`src/iqlm_pkg.sv`:
```
// Shared types and constants for the IQ level monitor.
package iqlm_pkg;

    // Configuration register indexes.
    localparam int CFG_INDEX_W = 3;

    typedef enum logic [CFG_INDEX_W-1:0] {
        REG_ENABLE       = 3'd0,
        REG_REAL_UPPER   = 3'd1,
        REG_REAL_LOWER   = 3'd2,
        REG_IMAG_UPPER   = 3'd3,
        REG_IMAG_LOWER   = 3'd4,
        REG_WINDOW_LOG2  = 3'd5
    } cfg_reg_t;

    // Window length register, in log2 samples.
    localparam int                    WIN_CFG_W       = 5;
    localparam logic [WIN_CFG_W-1:0]  WIN_LOG2_RESET  = 5'd20;
    localparam int                    MIN_WINDOW_LOG2 = 4;

    // Threshold counters.
    localparam int COUNT_W        = 32;
    localparam int NUM_COUNTS     = 4;
    localparam int CNT_REAL_OVER  = 0;
    localparam int CNT_REAL_UNDER = 1;
    localparam int CNT_IMAG_OVER  = 2;
    localparam int CNT_IMAG_UNDER = 3;

endpackage

```
`src/iq_level_monitor_core.sv`:
```
// IQ level monitor: peaks, threshold counts and window means of a complex stream.
// An accepted sample is held in the input register, then, while enabled, folded into
// the statistics; a window report is registered in the output register until taken.
// Throughput: one sample per cycle; the only stall is a report waiting on a full output.
// Reset: rst_n clears all statistics, the window count and both valid flags at once,
// and loads the register defaults (enabled, thresholds +-1.0, window of 2^20 samples).
module iq_level_monitor_core
    import iqlm_pkg::*;
#(
    parameter int MAX_WINDOW_LOG2 = 24,
    parameter int SAMPLE_WIDTH    = 16
)
(
    input  logic                                        clk,
    input  logic                                        rst_n,
    // Sample input.
    input  logic                                        s_tvalid,
    output logic                                        s_tready,
    // s_tdata, low bit up: sample_real, sample_imag, zero padding.
    input  logic [((2*SAMPLE_WIDTH+7)/8)*8-1:0]         s_tdata,
    // Report output.
    output logic                                        m_tvalid,
    input  logic                                        m_tready,
    // m_tdata, low bit up: real_peak_high, real_peak_low, imag_peak_high,
    // imag_peak_low, real_over_count, real_under_count, imag_over_count,
    // imag_under_count, real_window_mean, imag_window_mean, zero padding.
    output logic [((6*SAMPLE_WIDTH-2+4*32+7)/8)*8-1:0]  m_tdata,
    // Configuration write channel.
    input  logic                                        cfg_valid,
    output logic                                        cfg_ready,
    input  logic [CFG_INDEX_W-1:0]                      cfg_index,
    input  logic [SAMPLE_WIDTH-1:0]                     cfg_data
);

    localparam int SW     = SAMPLE_WIDTH;
    localparam int CW     = MAX_WINDOW_LOG2;
    localparam int KW     = $clog2(MAX_WINDOW_LOG2 + 1);
    localparam int SUM_W  = SAMPLE_WIDTH + MAX_WINDOW_LOG2;
    localparam int OUT_W  = 6*SAMPLE_WIDTH - 2 + NUM_COUNTS*COUNT_W;
    localparam int OUT_TW = ((OUT_W + 7) / 8) * 8;

    localparam logic signed [SW-1:0] THRESH_ONE = SW'(1) << (SW - 3);
    localparam logic [5:0]           K_MIN      = 6'(MIN_WINDOW_LOG2);
    localparam logic [5:0]           K_MAX      = 6'(MAX_WINDOW_LOG2);

    // Configuration registers.
    logic                   enable_reg;
    logic signed [SW-1:0]   real_upper_reg;
    logic signed [SW-1:0]   real_lower_reg;
    logic signed [SW-1:0]   imag_upper_reg;
    logic signed [SW-1:0]   imag_lower_reg;
    logic [WIN_CFG_W-1:0]   win_log2_reg;

    // Input register.
    logic                   s1_valid_reg;
    logic signed [SW-1:0]   s1_real_reg;
    logic signed [SW-1:0]   s1_imag_reg;

    // Statistics.
    logic signed [SW-1:0]    real_max_reg, real_max_next;
    logic signed [SW-1:0]    real_min_reg, real_min_next;
    logic signed [SW-1:0]    imag_max_reg, imag_max_next;
    logic signed [SW-1:0]    imag_min_reg, imag_min_next;
    logic [COUNT_W-1:0]      exc_cnt_reg  [NUM_COUNTS];
    logic [COUNT_W-1:0]      exc_cnt_next [NUM_COUNTS];
    logic [NUM_COUNTS-1:0]   exc_hit;
    logic signed [SUM_W-1:0] real_sum_reg, real_sum_next;
    logic signed [SUM_W-1:0] imag_sum_reg, imag_sum_next;
    logic [CW-1:0]           win_cnt_reg, win_cnt_next;

    // Output register.
    logic                   out_valid_reg;
    logic [OUT_W-1:0]       out_data_reg;
    logic [OUT_W-1:0]       out_data_next;

    logic [5:0]             k_wide;
    logic [KW-1:0]          k_eff;
    logic                   window_done;
    logic                   out_free;
    logic                   advance;
    logic                   step;
    logic                   report;
    logic signed [SW-1:0]   real_avg;
    logic signed [SW-1:0]   imag_avg;

    // Floor of sum / 2^k, saturated to the sample range.
    function automatic logic signed [SW-1:0] mean_sat(
        input logic signed [SUM_W-1:0] sum,
        input logic [KW-1:0]           k
    );
        logic signed [SUM_W-1:0] shifted;
        logic [SUM_W-SW:0]       top;
        shifted = sum >>> k;
        top     = shifted[SUM_W-1:SW-1];
        if ((&top) || !(|top))
        begin
            return shifted[SW-1:0];
        end
        else if (shifted[SUM_W-1])
        begin
            return {1'b1, {(SW-1){1'b0}}};
        end
        else
        begin
            return {1'b0, {(SW-1){1'b1}}};
        end
    endfunction

    assign cfg_ready = 1'b1;

    always_ff @(posedge clk or negedge rst_n)
    begin
        if (!rst_n)
        begin
            enable_reg     <= 1'b1;
            real_upper_reg <= THRESH_ONE;
            real_lower_reg <= -THRESH_ONE;
            imag_upper_reg <= THRESH_ONE;
            imag_lower_reg <= -THRESH_ONE;
            win_log2_reg   <= WIN_LOG2_RESET;
        end
        else if (cfg_valid && cfg_ready)
        begin
            unique case (cfg_index)
                REG_ENABLE:      enable_reg     <= cfg_data[0];
                REG_REAL_UPPER:  real_upper_reg <= $signed(cfg_data);
                REG_REAL_LOWER:  real_lower_reg <= $signed(cfg_data);
                REG_IMAG_UPPER:  imag_upper_reg <= $signed(cfg_data);
                REG_IMAG_LOWER:  imag_lower_reg <= $signed(cfg_data);
                REG_WINDOW_LOG2: win_log2_reg   <= cfg_data[WIN_CFG_W-1:0];
                default:         ;
            endcase
        end
    end

    // Window length, clamped to the supported range.
    always_comb
    begin
        k_wide = {1'b0, win_log2_reg};
        if (k_wide < K_MIN)
        begin
            k_wide = K_MIN;
        end
        else if (k_wide > K_MAX)
        begin
            k_wide = K_MAX;
        end
        k_eff = k_wide[KW-1:0];
    end

    // The window also closes when the counter wraps at the longest window.
    assign win_cnt_next = win_cnt_reg + CW'(1);
    assign window_done  = (win_cnt_next == '0) || ((win_cnt_next >> k_eff) != '0);

    // A sample held in the input register moves on unless it would close a window
    // while the previous report still sits in the output register.
    assign out_free = !out_valid_reg || m_tready;
    assign advance  = s1_valid_reg && (!enable_reg || !window_done || out_free);
    assign step     = advance && enable_reg;
    assign report   = step && window_done;
    assign s_tready = !s1_valid_reg || advance;

    always_comb
    begin
        real_max_next = (s1_real_reg > real_max_reg) ? s1_real_reg : real_max_reg;
        real_min_next = (s1_real_reg < real_min_reg) ? s1_real_reg : real_min_reg;
        imag_max_next = (s1_imag_reg > imag_max_reg) ? s1_imag_reg : imag_max_reg;
        imag_min_next = (s1_imag_reg < imag_min_reg) ? s1_imag_reg : imag_min_reg;

        exc_hit[CNT_REAL_OVER]  = s1_real_reg > real_upper_reg;
        exc_hit[CNT_REAL_UNDER] = s1_real_reg < real_lower_reg;
        exc_hit[CNT_IMAG_OVER]  = s1_imag_reg > imag_upper_reg;
        exc_hit[CNT_IMAG_UNDER] = s1_imag_reg < imag_lower_reg;

        for (int i = 0; i < NUM_COUNTS; i++)
        begin
            exc_cnt_next[i] = exc_cnt_reg[i];
            if (exc_hit[i] && !(&exc_cnt_reg[i]))
            begin
                exc_cnt_next[i] = exc_cnt_reg[i] + COUNT_W'(1);
            end
        end

        real_sum_next = real_sum_reg + SUM_W'(s1_real_reg);
        imag_sum_next = imag_sum_reg + SUM_W'(s1_imag_reg);

        real_avg = mean_sat(real_sum_next, k_eff);
        imag_avg = mean_sat(imag_sum_next, k_eff);

        out_data_next = {imag_avg, real_avg,
                         exc_cnt_next[CNT_IMAG_UNDER], exc_cnt_next[CNT_IMAG_OVER],
                         exc_cnt_next[CNT_REAL_UNDER], exc_cnt_next[CNT_REAL_OVER],
                         imag_min_next, imag_max_next[SW-2:0],
                         real_min_next, real_max_next[SW-2:0]};
    end

    always_ff @(posedge clk or negedge rst_n)
    begin
        if (!rst_n)
        begin
            s1_valid_reg <= 1'b0;
        end
        else if (s_tready)
        begin
            s1_valid_reg <= s_tvalid;
        end
    end

    always_ff @(posedge clk)
    begin
        if (s_tvalid && s_tready)
        begin
            s1_real_reg <= $signed(s_tdata[SW-1:0]);
            s1_imag_reg <= $signed(s_tdata[2*SW-1:SW]);
        end
    end

    always_ff @(posedge clk or negedge rst_n)
    begin
        if (!rst_n)
        begin
            real_max_reg <= '0;
            real_min_reg <= '0;
            imag_max_reg <= '0;
            imag_min_reg <= '0;
            real_sum_reg <= '0;
            imag_sum_reg <= '0;
            win_cnt_reg  <= '0;
            for (int i = 0; i < NUM_COUNTS; i++)
            begin
                exc_cnt_reg[i] <= '0;
            end
        end
        else if (step)
        begin
            real_max_reg <= real_max_next;
            real_min_reg <= real_min_next;
            imag_max_reg <= imag_max_next;
            imag_min_reg <= imag_min_next;
            for (int i = 0; i < NUM_COUNTS; i++)
            begin
                exc_cnt_reg[i] <= exc_cnt_next[i];
            end
            if (window_done)
            begin
                real_sum_reg <= '0;
                imag_sum_reg <= '0;
                win_cnt_reg  <= '0;
            end
            else
            begin
                real_sum_reg <= real_sum_next;
                imag_sum_reg <= imag_sum_next;
                win_cnt_reg  <= win_cnt_next;
            end
        end
    end

    always_ff @(posedge clk or negedge rst_n)
    begin
        if (!rst_n)
        begin
            out_valid_reg <= 1'b0;
        end
        else if (report)
        begin
            out_valid_reg <= 1'b1;
        end
        else if (m_tready)
        begin
            out_valid_reg <= 1'b0;
        end
    end

    always_ff @(posedge clk)
    begin
        if (report)
        begin
            out_data_reg <= out_data_next;
        end
    end

    assign m_tvalid = out_valid_reg;
    assign m_tdata  = OUT_TW'(out_data_reg);

    // A report never overwrites a word that has not been taken.
    assert property (@(posedge clk) disable iff (!rst_n)
        report |-> (!out_valid_reg || m_tready))
        else $error("report would overwrite a pending output word");

    // Closing a window always restarts the window count.
    assert property (@(posedge clk) disable iff (!rst_n)
        report |=> (win_cnt_reg == '0) && (real_sum_reg == '0) && (imag_sum_reg == '0))
        else $error("window state not cleared after report");

    // Peaks start at zero, so the maximum stays non-negative and the minimum non-positive.
    assert property (@(posedge clk) disable iff (!rst_n)
        !real_max_reg[SW-1] && !imag_max_reg[SW-1] &&
        (real_min_reg[SW-1] || (real_min_reg == '0)) &&
        (imag_min_reg[SW-1] || (imag_min_reg == '0)))
        else $error("peak register crossed zero");

    // A full real-over count stays full.
    assert property (@(posedge clk) disable iff (!rst_n)
        (&exc_cnt_reg[CNT_REAL_OVER]) |=> (&exc_cnt_reg[CNT_REAL_OVER]))
        else $error("saturated count wrapped");

    // A held sample is neither lost nor changed while it waits.
    assert property (@(posedge clk) disable iff (!rst_n)
        (s1_valid_reg && !advance) |=>
            (s1_valid_reg && $stable(s1_real_reg) && $stable(s1_imag_reg)))
        else $error("stalled sample lost");

endmodule
```
`config.mk`:
```
export PLATFORM = sky130hd
export DESIGN_NAME = iq_level_monitor_core
export DESIGN_NICKNAME = d
export VERILOG_FILES = /design/src/iqlm_pkg.sv /design/src/iq_level_monitor_core.sv
export SDC_FILE = /design/constraint.sdc
export NUM_CORES = 2
export LEC_CHECK = 0
export BUFFER_PORTS_ARGS = -buffer_cell sky130_fd_sc_hd__buf_2
export CORE_ASPECT_RATIO = 0.75
export CORE_UTILIZATION = 35
export CTS_CLUSTER_SIZE = 25
export DETAILED_ROUTE_END_ITERATION = 12
export GPL_TIMING_DRIVEN = 0
export PLACE_DENSITY_LB_ADDON = 0.2
export SLEW_MARGIN = 20
export SYNTH_ARGS = -nofsm -noshare
export SYNTH_HDL_FRONTEND = slang
export SYNTH_SLANG_ARGS = --single-unit
```
`constraint.sdc`:
```
create_clock -name clk -period 20.8 [get_ports clk]
set_input_delay 1.04 -clock clk [delete_from_list [all_inputs] [get_ports clk]]
set_output_delay 1.04 -clock clk [all_outputs]
set_load 0.005 [all_outputs]
```
* Yosys cells after proc, flatten, opt, wreduce, memory -nomap -nowiden
Cells that the tools add are included.
** Word-level totals
- Flip-flop bits (word level) :: 622
- Input bits :: 56
- Output and inout port bits :: 227
- Word-level logic and storage cells :: 113
** Operators by class
- $add $sub $neg :: 7
- Order comparisons :: 10
- Equality and inequality tests :: 5
- Shifts and indexed selects :: 3
- Mux-type cells :: 19
- Reductions and logical operators :: 45
** Operators by type and width (count)
- $add 32x1->32 const B :: 4
- $mux 32 :: 4
- $reduce_and 32->1 :: 4
- $mux 16 :: 6
- $add 40x16->40 :: 2
- $mux 40 :: 2
- $sshr 40x5->40 :: 2
- $gt 16x16->1 :: 4
- $lt 16x16->1 :: 4
- $reduce_and 25->1 :: 2
- $reduce_or 25->1 :: 2
- $mux 15 :: 2
- $add 24x1->24 const B :: 1
- $logic_not 24->1 :: 1
- $mux 24 :: 1
- $reduce_bool 24->1 :: 1
- $shr 24x5->24 :: 1
- $reduce_and 2->1 :: 8
- $logic_not 1->1 :: 10
- $mux 5 :: 2
- $logic_and 1x1->1 :: 8
- $logic_or 1x1->1 :: 7
- $eq 3x2->1 const B :: 2
- $eq 3x3->1 const B :: 2
- 6 further kinds :: 7

* Depth between registers and ports, before layout
- Depth in word-level cells :: 13
- Depth in mapped cells :: 20
- Gate-level depth less buffers :: 18

* Worst setup path after synthesis
No wires, ideal clock.
- Path type :: reg-to-reg
- Start :: reg win_cnt_reg[10]
- End :: reg out_data_reg[0] (enable)
- Library setup time :: 808 ps
- Arrival :: 11943 ps
- Required time :: 19992 ps
- Setup slack :: 8049 ps
- Cell stages (with the launch flop) :: 16
- Path buffers :: 2
- Clock period less this slack :: 12751 ps
- Path through :: dfrtp_1 -> buf_2 -> and4_1 -> and4_1 -> nand4_1 -> or3_1 -> and2_1 -> o21ai_0 -> a221oi_1 -> o211ai_1 -> o21ai_0 -> nor2_1 -> or3_1 -> buf_2 -> nand3_1 -> nor2_1
** Between the ends
- Longest elaborated chain between the ends :: 10
- Elaborated cells between the ends (all ways) :: 11
- Those cells by class :: 1 x add/sub; 1 x shift; 9 x reduce/logical
** RTL lines
- from (decl) :: RTL line iq_level_monitor_core.sv:69 : logic [CW-1:0] win_cnt_reg, win_cnt_next;
- from (signal assigned) :: RTL line iq_level_monitor_core.sv:254 : win_cnt_reg <= win_cnt_next;
- $add 24x1->24 * :: RTL line iq_level_monitor_core.sv:152 : assign win_cnt_next = win_cnt_reg + CW'(1);
- $shr 24x5->24 :: RTL line iq_level_monitor_core.sv:153 : assign window_done = (win_cnt_next == '0) || ((win_cnt_next >> k_eff) != '0);
- $reduce_bool 24->1 :: RTL line iq_level_monitor_core.sv:153
- $logic_or 1x1->1 * :: RTL line iq_level_monitor_core.sv:153
- $logic_not 1->1 :: RTL line iq_level_monitor_core.sv:158 : assign advance = s1_valid_reg && (!enable_reg || !window_done || out_free);
- $logic_or 1x1->1 (2 in series) :: RTL line iq_level_monitor_core.sv:158
- $logic_and 1x1->1 :: RTL line iq_level_monitor_core.sv:158
- $logic_and 1x1->1 :: RTL line iq_level_monitor_core.sv:159 : assign step = advance && enable_reg;
- $logic_and 1x1->1 * :: RTL line iq_level_monitor_core.sv:160 : assign report = step && window_done;
- named net report :: RTL line iq_level_monitor_core.sv:82 : logic report;
- to (signal assigned) :: RTL line iq_level_monitor_core.sv:279 : out_data_reg <= out_data_next;
- to (decl) :: RTL line iq_level_monitor_core.sv:73 : logic [OUT_W-1:0] out_data_reg;
The timed path passes the listed nets; every way through them passes the cells marked *.
A chain may end at the register's enable or synchronous reset.

* Worst setup path in the final report
- Start :: reg s1_real_reg[1]
- End :: reg out_data_reg[196] (data pin)
** Between the ends
- Longest elaborated chain between the ends :: 6
- Elaborated cells between the ends (all ways) :: 8
- Those cells by class :: 1 x add/sub; 1 x shift; 2 x mux; 4 x reduce/logical
** RTL lines
- from (decl) :: RTL line iq_level_monitor_core.sv:56 : logic signed [SW-1:0] s1_real_reg;
- from (signal assigned) :: RTL line iq_level_monitor_core.sv:213 : s1_real_reg <= $signed(s_tdata[SW-1:0]);
- $add 40x16->40 * :: RTL line iq_level_monitor_core.sv:184 : real_sum_next = real_sum_reg + SUM_W'(s1_real_reg);
- $sshr 40x5->40 * :: RTL line iq_level_monitor_core.sv:93 : shifted = sum >>> k;
- $reduce_or 25->1 :: RTL line iq_level_monitor_core.sv:95 : if ((&top) || !(|top))
- $logic_not 1->1 :: RTL line iq_level_monitor_core.sv:95
- $logic_or 1x1->1 :: RTL line iq_level_monitor_core.sv:95
- $mux 16 * :: RTL line iq_level_monitor_core.sv:95
- named net real_avg[6] :: RTL line iq_level_monitor_core.sv:83 : logic signed [SW-1:0] real_avg;
Marked as above.

==> flow_summary.ini <==
[clock_tree]
clock_tree_from_tritoncts = done
cts_setup_buffers = 0
cts.root.buffer_cell = sky130_fd_sc_hd__clkbuf_16
htreeDepth = 3
clkSinkCount = 622
clock_path_buffers = 3
cts_buffers = 73
clk_pin_slew_worst_paths_ps = 70
source_to_sink_clock_delay_at_the_later_pin_of_the_worst_skew_pair_ps = 680
ctsResizeCount = 0
number_of_buffers_added_to_fix_hold_violations_after_cts = 0

[detailed_routing]
drcViolationCount = 0
firstDrtPassIters = 5
detailedRoute.firstIterationViolations = 3463
routed-via-count = 33300
route.detailed.wl_per_inst_um = 23.5
average_via_count_per_standard_cell = 5.62
drt.antenna.violating_nets = 0
finalWirelength_um = 139000

[synthesis]
cell_count_after_synthesis = 4030
synth_enable_flop_cells = 254
post_synth.cell_area_avg_um2 = 9.69
mappedNetlistArea_um2 = 39000
ys_async_sr_fraction_pct = 59.2
most_numerous_cell_in_the_yosys_netlist = sky130_fd_sc_hd__nand2_1
area_share_of_the_largest_cell_type_after_synthesis_pct = 22.9
ys_seq_elements = 622
synth_ff_type = sky130_fd_sc_hd__dfrtp_1
ys_warn_count = 0
synthDistinctLibCells = 112
ys_seq_area_share_pct = 43.2
netlist.top_cell.by_area = sky130_fd_sc_hd__dfrtp_1
ys_top_cells_by_area = sky130_fd_sc_hd__dfrtp_1 23%, sky130_fd_sc_hd__edfxtp_1 20%, sky130_fd_sc_hd__ha_1 6.6%, sky130_fd_sc_hd__nand2_1 4.9%, sky130_fd_sc_hd__xnor2_1 4.3%
netlist_top_cells_count = 507 x sky130_fd_sc_hd__nand2_1, 357 x sky130_fd_sc_hd__dfrtp_1, 272 x sky130_fd_sc_hd__nor2_1, 254 x sky130_fd_sc_hd__edfxtp_1, 251 x sky130_fd_sc_hd__o21ai_0

[power]
peakVddDrop_uv = 60.3
power_dens_cells_nw_per_um2 = 140
p_leak_uw = 0.0187

[worst_setup_path]
crit_top_cell = sky130_fd_sc_hd__mux2i_1
rr_worst_depth = 18
critical-path-max-stage-delay_ps = 670
critical_path.reg2reg.endpoint = out_data_reg[196]
data_arrival_time_of_the_critical_path_ps = 7490
critical_path_cell_by_cell = inv_1 -> fa_1 -> nand2b_1 -> a21oi_1 -> o21ai_1 -> a211oi_2 -> a31oi_1 -> xnor2_1 -> o221ai_1 -> a211oi_1 -> mux2i_1 -> mux2i_1 -> or4b_1 -> o21ai_0 -> nand4_1 -> o21ai_4 -> buf_6 -> mux2i_1
ff2ff_setup_slack_ps = 13800
timing_worst_setup_path_type = flip-flop to flip-flop
timing.rr.start = s1_real_reg[1]
critPathLaunchType = flip-flop
cpMaxStageDelayCell = sky130_fd_sc_hd__edfxtp_1
biggest_fanout_along_the_worst_timing_path = 10
critical_path.endpoint_type = flip-flop
cp.required_ps = 21300

[global_routing]
grt_start_max_net_pins = 77
grt_pass1_vias = 31400
grt_pass1_wl_um = 208000
grt_usage_pct = 24.2
globalRouteOverflowTotal = 0
antenna_violations_before_repair = 13

[timing]
setup_tns_ps = 0
post-route-min-period_ps = 7000
grt_setup_unrepaired = no
slew_viol_final = 0
relSlewSlack_pct = 19.4
fin_crit_sh_pct = 33.6
finClkSkew_ps = 43.0
worst-slew-pin-transition_ps = 1210
timing.fmax_ghz = 0.143
finalHoldViolCount = 0
timing.final.setup_violations = 0

[place]
globalplace.congestion = 0.998
place_hpwl_um = 106000
placement.io_buffers = 279
dp_area_um2 = 42700
post-place-cells = 5773

[run_status]
run_status = completed

[cells_and_area]
num-nets-final = 4669
drive_gt1_share_pct = 15.3
largest_register_ffs = 222
final_design_area_no_fill_um2 = 45200
area_delta_synth_final_pct = 15.7
finalNonFillerCells = 5916

[floorplan]
start_util_pct = 35.5
core_area_um2 = 110000
dieWidth_um = 388
placement_rows = 105
die_height_um = 291
num_io_pins = 283
die_area_um2 = 113000

[worst_hold_path]
hold_path.class = input pin to async pin

[flow_run]
max_cap_violations = 0
==> how the worst max path moves through the flow <==
stage / slack [ps] / endpoint / startpoint / cells after the start
2_1_floorplan: 8050 / out_data_reg[0] / win_cnt_reg[10] / 15
3_3_place_gp: 1290 / out_data_reg[27] / win_log2_reg[3] / 15
3_5_place_dp: 14080 / out_data_reg[196] / s1_real_reg[1] / 18
4_1_cts: 14050 / out_data_reg[196] / s1_real_reg[1] / 18
5_1_grt: 13670 / out_data_reg[196] / s1_real_reg[1] / 18
6_report: 13800 / out_data_reg[196] / s1_real_reg[1] / 18
==> critical path, delay by kind of cell, from the launching register on <==
family / cells / cell delay (ps)
DFF: 1 / 670
adders and majority gates: 1 / 510
and+or+nand+nor: 3 / 850
xor gates and xnor gates: 1 / 670
muxes: 3 / 950
buffers and inverters: 2 / 500
AOI/OAI and AO/OA: 8 / 2660
==> through the flow <==
stage               hold slack [ps]  util, %  setup WS [ps]  total power [µW]
floorplan                       454        -           8050              3820
global placement                467     38.4           1290              4920
detailed placement              475     38.8          14080              4910
CTS                             249     41.1          14050              6270
global route                    274     41.1          13670              6660
finish                          265     41.1          13800              6310
==> layout make-up <==
cell class / count / area (µm²)
Clock inverter: 33 / 412
Multi-Input combinational cell: 3037 / 20700
Sequential cell: 622 / 16800
Fill cell: 10800 / 64800
Tap cell: 1444 / 1810
Antenna cell: 8 / 20.0
Timing Repair Buffer: 298 / 1820
Clock buffer: 102 / 2060
Buffer: 204 / 882
Inverter: 168 / 631
==> cell usage in the layout (no fill, tap or decap), drive strengths merged, types with 15 or more instances in the layout <==
cell	n
and4	24
or3	18
mux2i	102
or2	18
nor3	79
nor2	272
a221oi	15
nand2	508
xnor2	191
o211ai	40
and3	58
dfrtp	357
a22o	68
o22ai	35
nand4	77
a211oi	50
o21a	24
clkbuf	221
inv	170
a31oi	28
clkinv	24
xor2	134
nand2b	23
a21o	65
a21oi	197
buf	383
o21ai	280
and2	37
edfxtp	254
nand3	103
ha	207
nor4	23
mux2	126
nor2b	26
==> per-layer routing <==
metal | GRT usage [%] | wire, µm | share of wire, % | up-vias
met4 | 6.26 | 3510 | 2.5 | 8
met3 | 4.29 | 11000 | 7.9 | 217
met1 | 37.6 | 68100 | 49 | 16300
met2 | 34.1 | 56300 | 40 | 1307
met5 | 0 | 61 | 0.044 | -
li1 | - | - | - | 15400
==> cells by family after synthesis <==
family,count (synthesis),share of synthesized area (%)
AO/OA/AOI/OAI,971,16.7
XOR/XNOR,325,7.29
adder cells (fa/ha/maj),209,6.74
buffers and inverters,372,3.87
flip-flops,622,43.2
multiplexers,235,6.65
other,2,0.0192
AND/OR/NAND/NOR,1294,15.6
==> power by group <==
group          switching, µW  internal [µW]  leakage [µW]
logic                   2110           1110        0.0108
clock network            570            753       0.00119
registers                160           1600       0.00673
Note: power is estimated with default switching activity, not from simulation.
